`config.mk`:
```
export PLATFORM = sky130hd
export DESIGN_NAME = sha1_message_hasher_top
export DESIGN_NICKNAME = d
export VERILOG_FILES = /design/src/rtl/sha1_pkg.sv /design/src/rtl/sha1_message_hasher_top.sv
export SDC_FILE = /design/constraint.sdc
export NUM_CORES = 2
export LEC_CHECK = 0
export BUFFER_PORTS_ARGS = -buffer_cell sky130_fd_sc_hd__buf_2
export CORE_MARGIN = 2
export CORE_UTILIZATION = 60
export CTS_CLUSTER_DIAMETER = 80
export DETAILED_ROUTE_END_ITERATION = 10
export GPL_TIMING_DRIVEN = 0
export PLACE_DENSITY = 0.76
export SLEW_MARGIN = 20
export SYNTH_ARGS = -nofsm -noshare
export SYNTH_HDL_FRONTEND = slang
export SYNTH_SLANG_ARGS = --single-unit
export TNS_END_PERCENT = 50
```
`constraint.sdc`:
```
create_clock -name clock -period 19.62 [get_ports clock]
set_input_delay 2.943 -clock clock [delete_from_list [all_inputs] [get_ports clock]]
set_output_delay 2.943 -clock clock [all_outputs]
set_load 0.02 [all_outputs]
```
`src/rtl/sha1_pkg.sv`:
```
package sha1_pkg;

   // Block geometry.
   localparam int BLOCK_BYTES = 64;
   localparam int BLOCK_BITS  = 8 * BLOCK_BYTES;
   localparam int HASH_WORDS  = 5;

   // Round count of one compression; the cycle after the last round adds into the hash.
   localparam logic [6:0] LAST_ROUND    = 7'd80;
   localparam logic [6:0] SCHED_ROUNDS  = 7'd16;
   localparam logic [5:0] LAST_BYTE_POS = 6'd63;
   localparam logic [2:0] LAST_WORD_NUM = 3'd4;

   // Padding marker byte.
   localparam logic [7:0] PAD_MARK = 8'h80;

   // Initial hash values.
   localparam logic [31:0] H0_INIT = 32'h67452301;
   localparam logic [31:0] H1_INIT = 32'hEFCDAB89;
   localparam logic [31:0] H2_INIT = 32'h98BADCFE;
   localparam logic [31:0] H3_INIT = 32'h10325476;
   localparam logic [31:0] H4_INIT = 32'hC3D2E1F0;

   // Round constants.
   localparam logic [31:0] K0 = 32'h5A827999;
   localparam logic [31:0] K1 = 32'h6ED9EBA1;
   localparam logic [31:0] K2 = 32'h8F1BBCDC;
   localparam logic [31:0] K3 = 32'hCA62C1D6;

   typedef struct packed {
      logic [7:0] data_byte;
      logic       byte_present;
      logic       end_of_message;
   } sha1_req_type;

   typedef struct packed {
      logic [31:0] digest_word;
      logic [2:0]  word_number;
      logic        last_word;
   } sha1_rsp_type;

   typedef enum logic [1:0] {
      ST_IDLE,
      ST_PAD,
      ST_COMPRESS,
      ST_OUTPUT
   } sha1_state_type;

   // Boolean function of one round, chosen by the round's group of twenty.
   function automatic logic [31:0] sha1_f(input logic [6:0] rnd, input logic [31:0] b,
                                          input logic [31:0] c, input logic [31:0] d);
      logic [31:0] r;
      if (rnd < 7'd20) begin
         r = (b & c) | (~b & d);
      end else if (rnd < 7'd40) begin
         r = b ^ c ^ d;
      end else if (rnd < 7'd60) begin
         r = (b & c) | (b & d) | (c & d);
      end else begin
         r = b ^ c ^ d;
      end
      return r;
   endfunction

   // Additive constant of one round.
   function automatic logic [31:0] sha1_k(input logic [6:0] rnd);
      logic [31:0] r;
      if (rnd < 7'd20) begin
         r = K0;
      end else if (rnd < 7'd40) begin
         r = K1;
      end else if (rnd < 7'd60) begin
         r = K2;
      end else begin
         r = K3;
      end
      return r;
   endfunction

endpackage

```
`src/rtl/sha1_message_hasher_top.sv`:
```
// A byte beat is taken in the idle state; the beat that fills a 64-byte block starts a
// compression: 80 rounds of the shared round unit, then an add into the hash.
// No new byte is taken until that compression and any digest delivery are done.
// End of message: padding bytes go in one per cycle, then one or two compressions,
// then five result beats. Reset is synchronous and restores the initial hash values.
module sha1_message_hasher_top
   import sha1_pkg::*;
(
   input  logic         clock,
   input  logic         reset,
   input  logic         req_valid,
   output logic         req_ready,
   input  sha1_req_type req_data,
   output logic         rsp_valid,
   input  logic         rsp_ready,
   output sha1_rsp_type rsp_data
);

   sha1_state_type state_ff, state_in;

   logic [BLOCK_BITS-1:0] msg_ff, msg_in;
   logic [5:0]            pos_ff, pos_in;
   logic [63:0]           count_ff, count_in;
   logic [6:0]            rnd_ff, rnd_in;
   logic [2:0]            word_ff, word_in;
   logic [31:0]           a_ff, b_ff, c_ff, d_ff, e_ff;
   logic [31:0]           a_in, b_in, c_in, d_in, e_in;
   logic [31:0]           h_ff [HASH_WORDS];
   logic [31:0]           h_in [HASH_WORDS];
   logic                  fin_ff, fin_in;
   logic                  sent80_ff, sent80_in;
   logic                  zfill_ff, zfill_in;
   logic                  lenblk_ff, lenblk_in;

   logic        req_fire;
   logic        byte_wr;
   logic [7:0]  byte_val;
   logic [7:0]  len_byte;
   logic [31:0] sched_w;
   logic [31:0] mix_w;

   assign req_fire = req_valid && req_ready;

   // Length bytes go out high byte first as the position walks 56 to 63.
   assign len_byte = count_ff[{~pos_ff[2:0], 3'b000} +: 8];

   // Schedule word of the current round, from fixed taps of the message shift line.
   assign mix_w   = msg_ff[BLOCK_BITS-1 -: 32] ^ msg_ff[BLOCK_BITS-65 -: 32]
                  ^ msg_ff[BLOCK_BITS-257 -: 32] ^ msg_ff[BLOCK_BITS-417 -: 32];
   assign sched_w = (rnd_ff < SCHED_ROUNDS) ? msg_ff[BLOCK_BITS-1 -: 32]
                                            : {mix_w[30:0], mix_w[31]};

   // Next state.
   always_comb begin
      state_in = state_ff;
      unique case (state_ff)
         ST_IDLE: begin
            if (req_fire) begin
               if (req_data.byte_present && pos_ff == LAST_BYTE_POS) begin
                  state_in = ST_COMPRESS;
               end else if (req_data.end_of_message) begin
                  state_in = ST_PAD;
               end
            end
         end
         ST_PAD: begin
            if (pos_ff == LAST_BYTE_POS) begin
               state_in = ST_COMPRESS;
            end
         end
         ST_COMPRESS: begin
            if (rnd_ff == LAST_ROUND) begin
               if (!fin_ff) begin
                  state_in = ST_IDLE;
               end else if (lenblk_ff) begin
                  state_in = ST_OUTPUT;
               end else begin
                  state_in = ST_PAD;
               end
            end
         end
         ST_OUTPUT: begin
            if (rsp_ready && word_ff == LAST_WORD_NUM) begin
               state_in = ST_IDLE;
            end
         end
         default: state_in = ST_IDLE;
      endcase
   end

   // Handshake outputs and result payload.
   always_comb begin
      req_ready            = (state_ff == ST_IDLE);
      rsp_valid            = (state_ff == ST_OUTPUT);
      rsp_data.digest_word = h_ff[word_ff];
      rsp_data.word_number = word_ff;
      rsp_data.last_word   = (word_ff == LAST_WORD_NUM);
   end

   // Datapath next values.
   always_comb begin
      msg_in    = msg_ff;
      pos_in    = pos_ff;
      count_in  = count_ff;
      rnd_in    = rnd_ff;
      word_in   = word_ff;
      a_in      = a_ff;
      b_in      = b_ff;
      c_in      = c_ff;
      d_in      = d_ff;
      e_in      = e_ff;
      h_in      = h_ff;
      fin_in    = fin_ff;
      sent80_in = sent80_ff;
      zfill_in  = zfill_ff;
      lenblk_in = lenblk_ff;
      byte_wr   = 1'b0;
      byte_val  = '0;

      unique case (state_ff)
         ST_IDLE: begin
            if (req_fire) begin
               if (req_data.byte_present) begin
                  byte_wr  = 1'b1;
                  byte_val = req_data.data_byte;
                  count_in = count_ff + 64'd8;
               end
               if (req_data.end_of_message) begin
                  fin_in = 1'b1;
               end
            end
         end
         ST_PAD: begin
            byte_wr = 1'b1;
            if (!sent80_ff) begin
               // Marker byte; past position 55 the length moves to an extra block.
               byte_val  = PAD_MARK;
               sent80_in = 1'b1;
               zfill_in  = (pos_ff[5:3] == 3'b111);
            end else if (!zfill_ff && pos_ff[5:3] == 3'b111) begin
               byte_val  = len_byte;
               lenblk_in = 1'b1;
            end
         end
         ST_COMPRESS: begin
            if (rnd_ff != LAST_ROUND) begin
               // One round of the shared unit; the schedule word rotates into the line.
               a_in   = {a_ff[26:0], a_ff[31:27]} + sha1_f(rnd_ff, b_ff, c_ff, d_ff)
                      + e_ff + sched_w + sha1_k(rnd_ff);
               b_in   = a_ff;
               c_in   = {b_ff[1:0], b_ff[31:2]};
               d_in   = c_ff;
               e_in   = d_ff;
               msg_in = {msg_ff[BLOCK_BITS-33:0], sched_w};
               rnd_in = rnd_ff + 7'd1;
            end else begin
               h_in[0]  = h_ff[0] + a_ff;
               h_in[1]  = h_ff[1] + b_ff;
               h_in[2]  = h_ff[2] + c_ff;
               h_in[3]  = h_ff[3] + d_ff;
               h_in[4]  = h_ff[4] + e_ff;
               rnd_in   = '0;
               zfill_in = 1'b0;
            end
         end
         ST_OUTPUT: begin
            if (rsp_ready) begin
               if (word_ff == LAST_WORD_NUM) begin
                  // Digest delivered: start the next message.
                  word_in   = '0;
                  h_in[0]   = H0_INIT;
                  h_in[1]   = H1_INIT;
                  h_in[2]   = H2_INIT;
                  h_in[3]   = H3_INIT;
                  h_in[4]   = H4_INIT;
                  count_in  = '0;
                  fin_in    = 1'b0;
                  sent80_in = 1'b0;
                  lenblk_in = 1'b0;
               end else begin
                  word_in = word_ff + 3'd1;
               end
            end
         end
         default: ;
      endcase

      // Byte path into the block, shared by message and padding bytes.
      if (byte_wr) begin
         msg_in = {msg_ff[BLOCK_BITS-9:0], byte_val};
         pos_in = pos_ff + 6'd1;
         if (pos_ff == LAST_BYTE_POS) begin
            a_in = h_ff[0];
            b_in = h_ff[1];
            c_in = h_ff[2];
            d_in = h_ff[3];
            e_in = h_ff[4];
         end
      end
   end

   // Registers.
   always_ff @(posedge clock) begin
      if (reset) begin
         state_ff  <= ST_IDLE;
         pos_ff    <= '0;
         count_ff  <= '0;
         rnd_ff    <= '0;
         word_ff   <= '0;
         fin_ff    <= 1'b0;
         sent80_ff <= 1'b0;
         zfill_ff  <= 1'b0;
         lenblk_ff <= 1'b0;
         h_ff[0]   <= H0_INIT;
         h_ff[1]   <= H1_INIT;
         h_ff[2]   <= H2_INIT;
         h_ff[3]   <= H3_INIT;
         h_ff[4]   <= H4_INIT;
      end else begin
         state_ff  <= state_in;
         pos_ff    <= pos_in;
         count_ff  <= count_in;
         rnd_ff    <= rnd_in;
         word_ff   <= word_in;
         fin_ff    <= fin_in;
         sent80_ff <= sent80_in;
         zfill_ff  <= zfill_in;
         lenblk_ff <= lenblk_in;
         h_ff      <= h_in;
      end
   end

   // Payload registers.
   always_ff @(posedge clock) begin
      msg_ff <= msg_in;
      a_ff   <= a_in;
      b_ff   <= b_in;
      c_ff   <= c_in;
      d_ff   <= d_in;
      e_ff   <= e_in;
   end

endmodule

```
Word level (Yosys, flattened, before mapping)
Index checks and enable logic that the tools add are counted.
{"block": "totals", "reg_bits": 918, "inputBits": 14, "elab_cells": 173}
{"block": "op_classes", "add_sub_neg": 13, "n_bitwise": 15, "muxes": 77, "magnitude_cmp": 5, "eq_ne": 21, "shift": 1, "n_reduce_logical": 21}
{"operator": "2-to-1 mux 512 bit", "count": 3}
{"operator": "2-to-1 mux 32 bit", "count": 32}
{"operator": "2-to-1 mux 160 bit", "count": 3}
{"operator": "one-hot mux 160 bit (2 select lines)", "count": 1}
{"operator": "adder 32 bit", "count": 9}
{"operator": "2-to-1 mux 64 bit", "count": 4}
{"operator": "bitwise XOR 32 bit", "count": 5}
{"operator": "bitwise AND 32 bit", "count": 4}
{"operator": "one-hot mux 64 bit (2 select lines)", "count": 1}
{"operator": "binary-select mux 32 bit (select 3 bit)", "count": 1}
{"operator": "bitwise OR 32 bit", "count": 3}
{"operator": "adder 64 x 4 -> 64 bit (second input constant)", "count": 1}
{"operator": "indexed part select 64 x 7 -> 8 bit", "count": 1}
{"operator": "2-to-1 mux 8 bit", "count": 4}
{"operator": "NOT 32 bit", "count": 1}
{"operator": "2-to-1 mux 31 bit", "count": 1}
{"operator": "AND reduction 5 bit", "count": 4}
{"operator": "2-to-1 mux 2 bit", "count": 8}
{"operator": "one-hot mux 8 bit (2 select lines)", "count": 1}
{"operator": "less-than comparator 7 x 5 -> 1 bit (second input constant)", "count": 2}
{"operator": "less-than comparator 7 x 6 -> 1 bit (second input constant)", "count": 2}
{"operator": "!= test 2 x 1 -> 1 bit (second input constant)", "count": 6}
{"operator": "!= test 2 bit (second input constant)", "count": 6}
{"operator": "nonzero test 2 bit", "count": 6}
{"operator": "other kinds (24)", "count": 44}

Longest topological paths before layout
{"block": "depth", "word_depth": 16, "ltp_mapped": 25, "depth_no_buf": 22}

Worst setup path before layout
OpenSTA, ideal clock, no wires.
{"block": "synth_timing", "path_kind": "input -> register", "from": "input port req_valid", "to": "register msg_ff[0], enable pin", "setup_slack_ns": 3.673, "arrival_ns": 12.313, "path_stages": 6, "t_required_ns": 15.986, "path_cell_list": "a21oi_1 > or2_1 > clkbuf_1 > clkbuf_1 > clkbuf_1 > nand2_1"}
{"block": "synth_via", "elab_chain_len": 5, "elab_cells_between_ends": 6}
{"element": "from (decl)", "line_no": "sha1_message_hasher_top.sv:11", "rtl": "input logic req_valid,"}
{"element": "logical AND 1 bit *", "line_no": "sha1_message_hasher_top.sv:42", "rtl": "assign req_fire = req_valid && req_ready;"}
{"element": "2-to-1 mux 1 bit *", "line_no": "sha1_message_hasher_top.sv:122", "rtl": "if (req_fire) begin"}
{"element": "one-hot mux 1 bit (2 select lines) *", "line_no": "sha1_message_hasher_top.sv:120", "rtl": "unique case (state_ff)"}
{"element": "nonzero test 2 bit (no line)"}
{"element": "AND reduction 2 bit (no line) *"}
{"element": "to (signal assigned)", "line_no": "sha1_message_hasher_top.sv:235", "rtl": "msg_ff <= msg_in;"}
{"element": "to (decl)", "line_no": "sha1_message_hasher_top.sv:21", "rtl": "logic [BLOCK_BITS-1:0] msg_ff, msg_in;"}
Mark *: on every way between the ends. The rest lies on a longest branch, timed or not.
A chain may end at the register's enable or synchronous reset.

Worst setup path after layout
{"block": "layout_timing", "from": "register rnd_ff[4]", "to": "register a_ff[20]"}
{"block": "layout_via", "elab_chain_len": 14, "elab_cells_between_ends": 24}
{"element": "from (decl)", "line_no": "sha1_message_hasher_top.sv:24", "rtl": "logic [6:0] rnd_ff, rnd_in;"}
{"element": "from (signal assigned)", "line_no": "sha1_message_hasher_top.sv:223", "rtl": "rnd_ff <= rnd_in;"}
{"element": "less-than comparator 7 x 6 -> 1 bit", "line_no": "sha1_pkg.sv:57, sha1_pkg.sv:72"}
{"element": "2-to-1 mux 32 bit", "line_no": "sha1_pkg.sv:57", "rtl": "end else if (rnd < 7'd60) begin"}
{"element": "2-to-1 mux 32 bit", "line_no": "sha1_pkg.sv:55", "rtl": "end else if (rnd < 7'd40) begin"}
{"element": "2-to-1 mux 32 bit", "line_no": "sha1_pkg.sv:53", "rtl": "if (rnd < 7'd20) begin"}
{"element": "2-to-1 mux 32 bit", "line_no": "sha1_message_hasher_top.sv:146", "rtl": "if (rnd_ff != LAST_ROUND) begin"}
{"element": "2-to-1 mux 32 bit", "line_no": "sha1_message_hasher_top.sv:120"}
{"element": "adder 32 bit", "line_no": "sha1_message_hasher_top.sv:148", "rtl": "a_in = {a_ff[26:0], a_ff[31:27]} + sha1_f(rnd_ff, b_ff, c_ff, d_ff)"}
{"element": "adder 32 bit (3 in series)", "line_no": "sha1_message_hasher_top.sv:149", "rtl": "+ e_ff + sched_w + sha1_k(rnd_ff);"}
{"element": "2-to-1 mux 32 bit *", "line_no": "sha1_message_hasher_top.sv:146"}
{"element": "2-to-1 mux 32 bit *", "line_no": "sha1_message_hasher_top.sv:120"}
{"element": "2-to-1 mux 32 bit", "line_no": "sha1_message_hasher_top.sv:192", "rtl": "if (pos_ff == LAST_BYTE_POS) begin"}
{"element": "2-to-1 mux 32 bit *", "line_no": "sha1_message_hasher_top.sv:189", "rtl": "if (byte_wr) begin"}
{"element": "named net a_in[20]", "line_no": "sha1_message_hasher_top.sv:27", "rtl": "logic [31:0] a_in, b_in, c_in, d_in, e_in;"}
{"element": "to (signal assigned)", "line_no": "sha1_message_hasher_top.sv:236", "rtl": "a_ff <= a_in;"}
{"element": "to (decl)", "line_no": "sha1_message_hasher_top.sv:26", "rtl": "logic [31:0] a_ff, b_ff, c_ff, d_ff, e_ff;"}
The timed path passes the listed nets; every way through them passes the cells marked *. The select of a mux whose other input is x is not followed.

==> impl_metrics.tcl <==
set metrics [dict create \
    slowest_delay_ps 930 \
    vias_per_cell 6.09 \
    dp_hpwl_um 132000 \
    holdWs_ps 484 \
    drcViolationCount 0 \
    pin_count 52 \
    syn_avg_cell_area_sq_um 8.70 \
    worstPathArrival_ps 7960 \
    coreArea_sq_um 86900 \
    worstSetupStartpointType "flop" \
    regArea_sq_um 23400 \
    syn-cell-area_sq_um 52700 \
    reg2reg_to "a_ff[20]" \
    post_layout_nonfiller_instances 7452 \
    cts_buffers 98 \
    cts_tree "built" \
    postRouteAntennaNets 0 \
    die_h_um 300 \
    rrSetupSlack_ps 12210 \
    worst-path-max-fanout 11 \
    drt_iter0_drc 4472 \
    setup_viol 0 \
    synth.net_count 6388 \
    synth_top_cell_by_area "edfxtp_1" \
    min_period_ps 7410 \
    die_area_sq_um 90200 \
    gp_congestion 1.04 \
    cts_hold_buf 0 \
    drt-total-wl_um 172000 \
    power_mw 11.4 \
    synthToLayoutAreaGrowth_pct 9.92 \
    clk_pin_slew_ps 60 \
    worstRegToRegCells 21 \
    clkLatencyLatePin_ps 700 \
    ys_ff_latch 915 \
    dp_slack_ps 12450 \
    grt_first_pass_wirelength_um 258000 \
    layout-drive-gt1-share 0.0459 \
    p_per_area_nw_per_um2 196 \
    end_kind "flop" \
    synth_edf_count 512 \
    setup_slack_ps 12210 \
    hold_violations 0 \
    r2r_start "rnd_ff[4]" \
    multi_input_area_sq_um 27200 \
    start_util 0.606 \
    slew_viol_final 0 \
    period_share 0.378 \
    post_cts_buffers 0 \
    endpoint "a_ff[20]" \
    port_buffers 51 \
    overflow 0 \
    wl_per_cell_um 23.1 \
    p_leak_nw 24.5 \
    cts.sinks 915 \
    place_inst 7268 \
    nets 6551 \
    ys_types 90 \
    cts_root_buffer "clkbuf_16" \
    final.setup.tns_ps 0 \
    grt_max_degree 61 \
    grt_pass1_vias 44400 \
    cts_buffer_depth 3 \
    yosys_warnings 0 \
    rsz0062_at_grt "false" \
    async_flop_share 0 \
    status "complete, no violations" \
    drt-pass1-iter-count 6 \
    slew_headroom 0.129 \
    yosysTopAreaCellShare 0.292 \
    synth.area.top_cells "edfxtp_1 (29%), dfxtp_1 (15%), nand2_1 (14%)" \
    syn_inst 6050 \
    worstSetupPathType "flop to flop" \
    vias 45400 \
    fp.dieW_um 300 \
    antenna_found_initial 0 \
    max_freq_ghz 0.135 \
    fin_worst_skew_ps 25.0 \
    cts_resized 0 \
    seq_area_frac_synth 0.445 \
    ys.flop_type "edfxtp_1" \
    h-tree-depth 3 \
    grt_util_all_layers 0.378 \
    worstMarginPinSlew_ps 1310 \
    crit_path_top_delay_cell "buf_1" \
    fillCellCount 7085 \
    crit_required_ps 20170 \
    ir_drop_mv 0.189 \
    diodes 0 \
    cap_viol_max_count 0 \
    crit_path_cell_trace "and3_1 -> or3_1 -> clkbuf_1 -> inv_1 -> nor2_1 -> clkbuf_1 -> buf_1 -> a221oi_1 -> fa_1 -> fa_1 -> inv_1 -> ha_1 -> a21o_1 -> a21o_1 -> a211oi_2 -> o31ai_1 -> a31oi_1 -> o21ai_1 -> a221oi_1 -> xor2_1 -> a21oi_1" \
    startpoint "rnd_ff[4]" \
    hold_path.class "flop to flop" \
    hold_start "h_ff[29]" \
    row_count 108 \
]
-- placed cells by master, fill, tap and decap left out, types with 100 or more instances in the layout --
cell       netlist  final
mux2i_1        103    103
fa_1           125    125
inv_1          237    237
clkbuf_16        0    100
xnor2_1        202    202
ha_1           199    199
a31oi_1        151    151
edfxtp_1       512    512
a21oi_1        313    313
nor2_1         488    486
xor2_1         113    113
dfxtp_1        403    403
nand2_1       1916   1915
clkbuf_1       261    282
o21ai_0        132    132
-- critical path: cells and delay by family, from the launching register on --
| kind | cells | cell delay, ps |
|---|---|---|
| AOI/OAI and AO/OA | 9 | 2440 |
| buffers and inverters | 5 | 2140 |
| and+or+nand+nor | 3 | 630 |
| xor gates and xnor gates | 1 | 230 |
| adders and majority gates | 3 | 1360 |
| DFF | 1 | 450 |
-- layer usage --
metal	vias up	global-route usage	routed length, um	share of wire
met5	-	0	0	0
met4	0	0.280	14500	0.084
met3	547	0.0535	13800	0.080
met2	2270	0.611	79200	0.46
met1	21600	0.462	64600	0.38
li1	21000	-	-	-
-- state kept, by name, indices dropped and copies added (netlist names) --
signal     cells
msg_ff       512
h_ff         160
count_ff      61
a_ff          32
b_ff          32
c_ff          32
d_ff          32
e_ff          32
rnd_ff         7
pos_ff         6
word_ff        3
state_ff       2
fin_ff         1
lenblk_ff      1
sent80_ff      1
zfill_ff       1
-- through the flow --
stage / util / area, sq um
4_1_cts: 0.666 / 57900
3_3_place_gp: 0.626 / 54400
5_1_grt: 0.666 / 57900
3_5_place_dp: 0.629 / 54600
2_1_floorplan: - / 52700
6_report: 0.666 / 57900
-- logic make-up after synthesis --
family                   synth area share
flip-flops                          0.445
AND/OR/NAND/NOR                     0.216
multiplexers                       0.0264
XOR/XNOR                           0.0524
AO/OA/AOI/OAI                       0.127
buffers and inverters              0.0389
adder cells (fa/ha/maj)            0.0948
-- report_power, final --
group	internal, mW	switching, mW
Combinational	2.56	3.76
Sequential	2.60	0.552
Clock	1.07	0.826
Total	6.23	5.14
-- cell usage after synthesis (all sizes together), types with 86 or more instances --
cell type     n
edfxtp      512
inv         239
o21ai       164
mux2i       103
dfxtp       403
clkbuf      261
ha          199
xor2        113
fa          125
nor2        488
nand2      1921
a21o         90
a31oi       153
a21oi       313
xnor2       202
nand3        86
-- layout make-up --
type,instances,area share
plain buffers,303,0.0199
clock buffers,135,0.0477
clock inverters,49,0.00839
inverters,239,0.0155
multi-input cells,4593,0.470
flip-flops and latches,915,0.405
well taps,1155,0.0250
repair buffers,63,0.00884
-- worst min-delay path by stage --
| stage | to | slack (ps) | depth (start not counted) |
|---|---|---|---|
| 2_1_floorplan | h_ff[63] | 450 | 2 |
| 3_3_place_gp | h_ff[29] | 470 | 2 |
| 3_5_place_dp | h_ff[29] | 480 | 2 |
| 4_1_cts | h_ff[29] | 490 | 2 |
| 5_1_grt | h_ff[124] | 510 | 2 |
| 6_report | h_ff[29] | 480 | 2 |
Note: power is estimated with default switching activity, not from simulation.
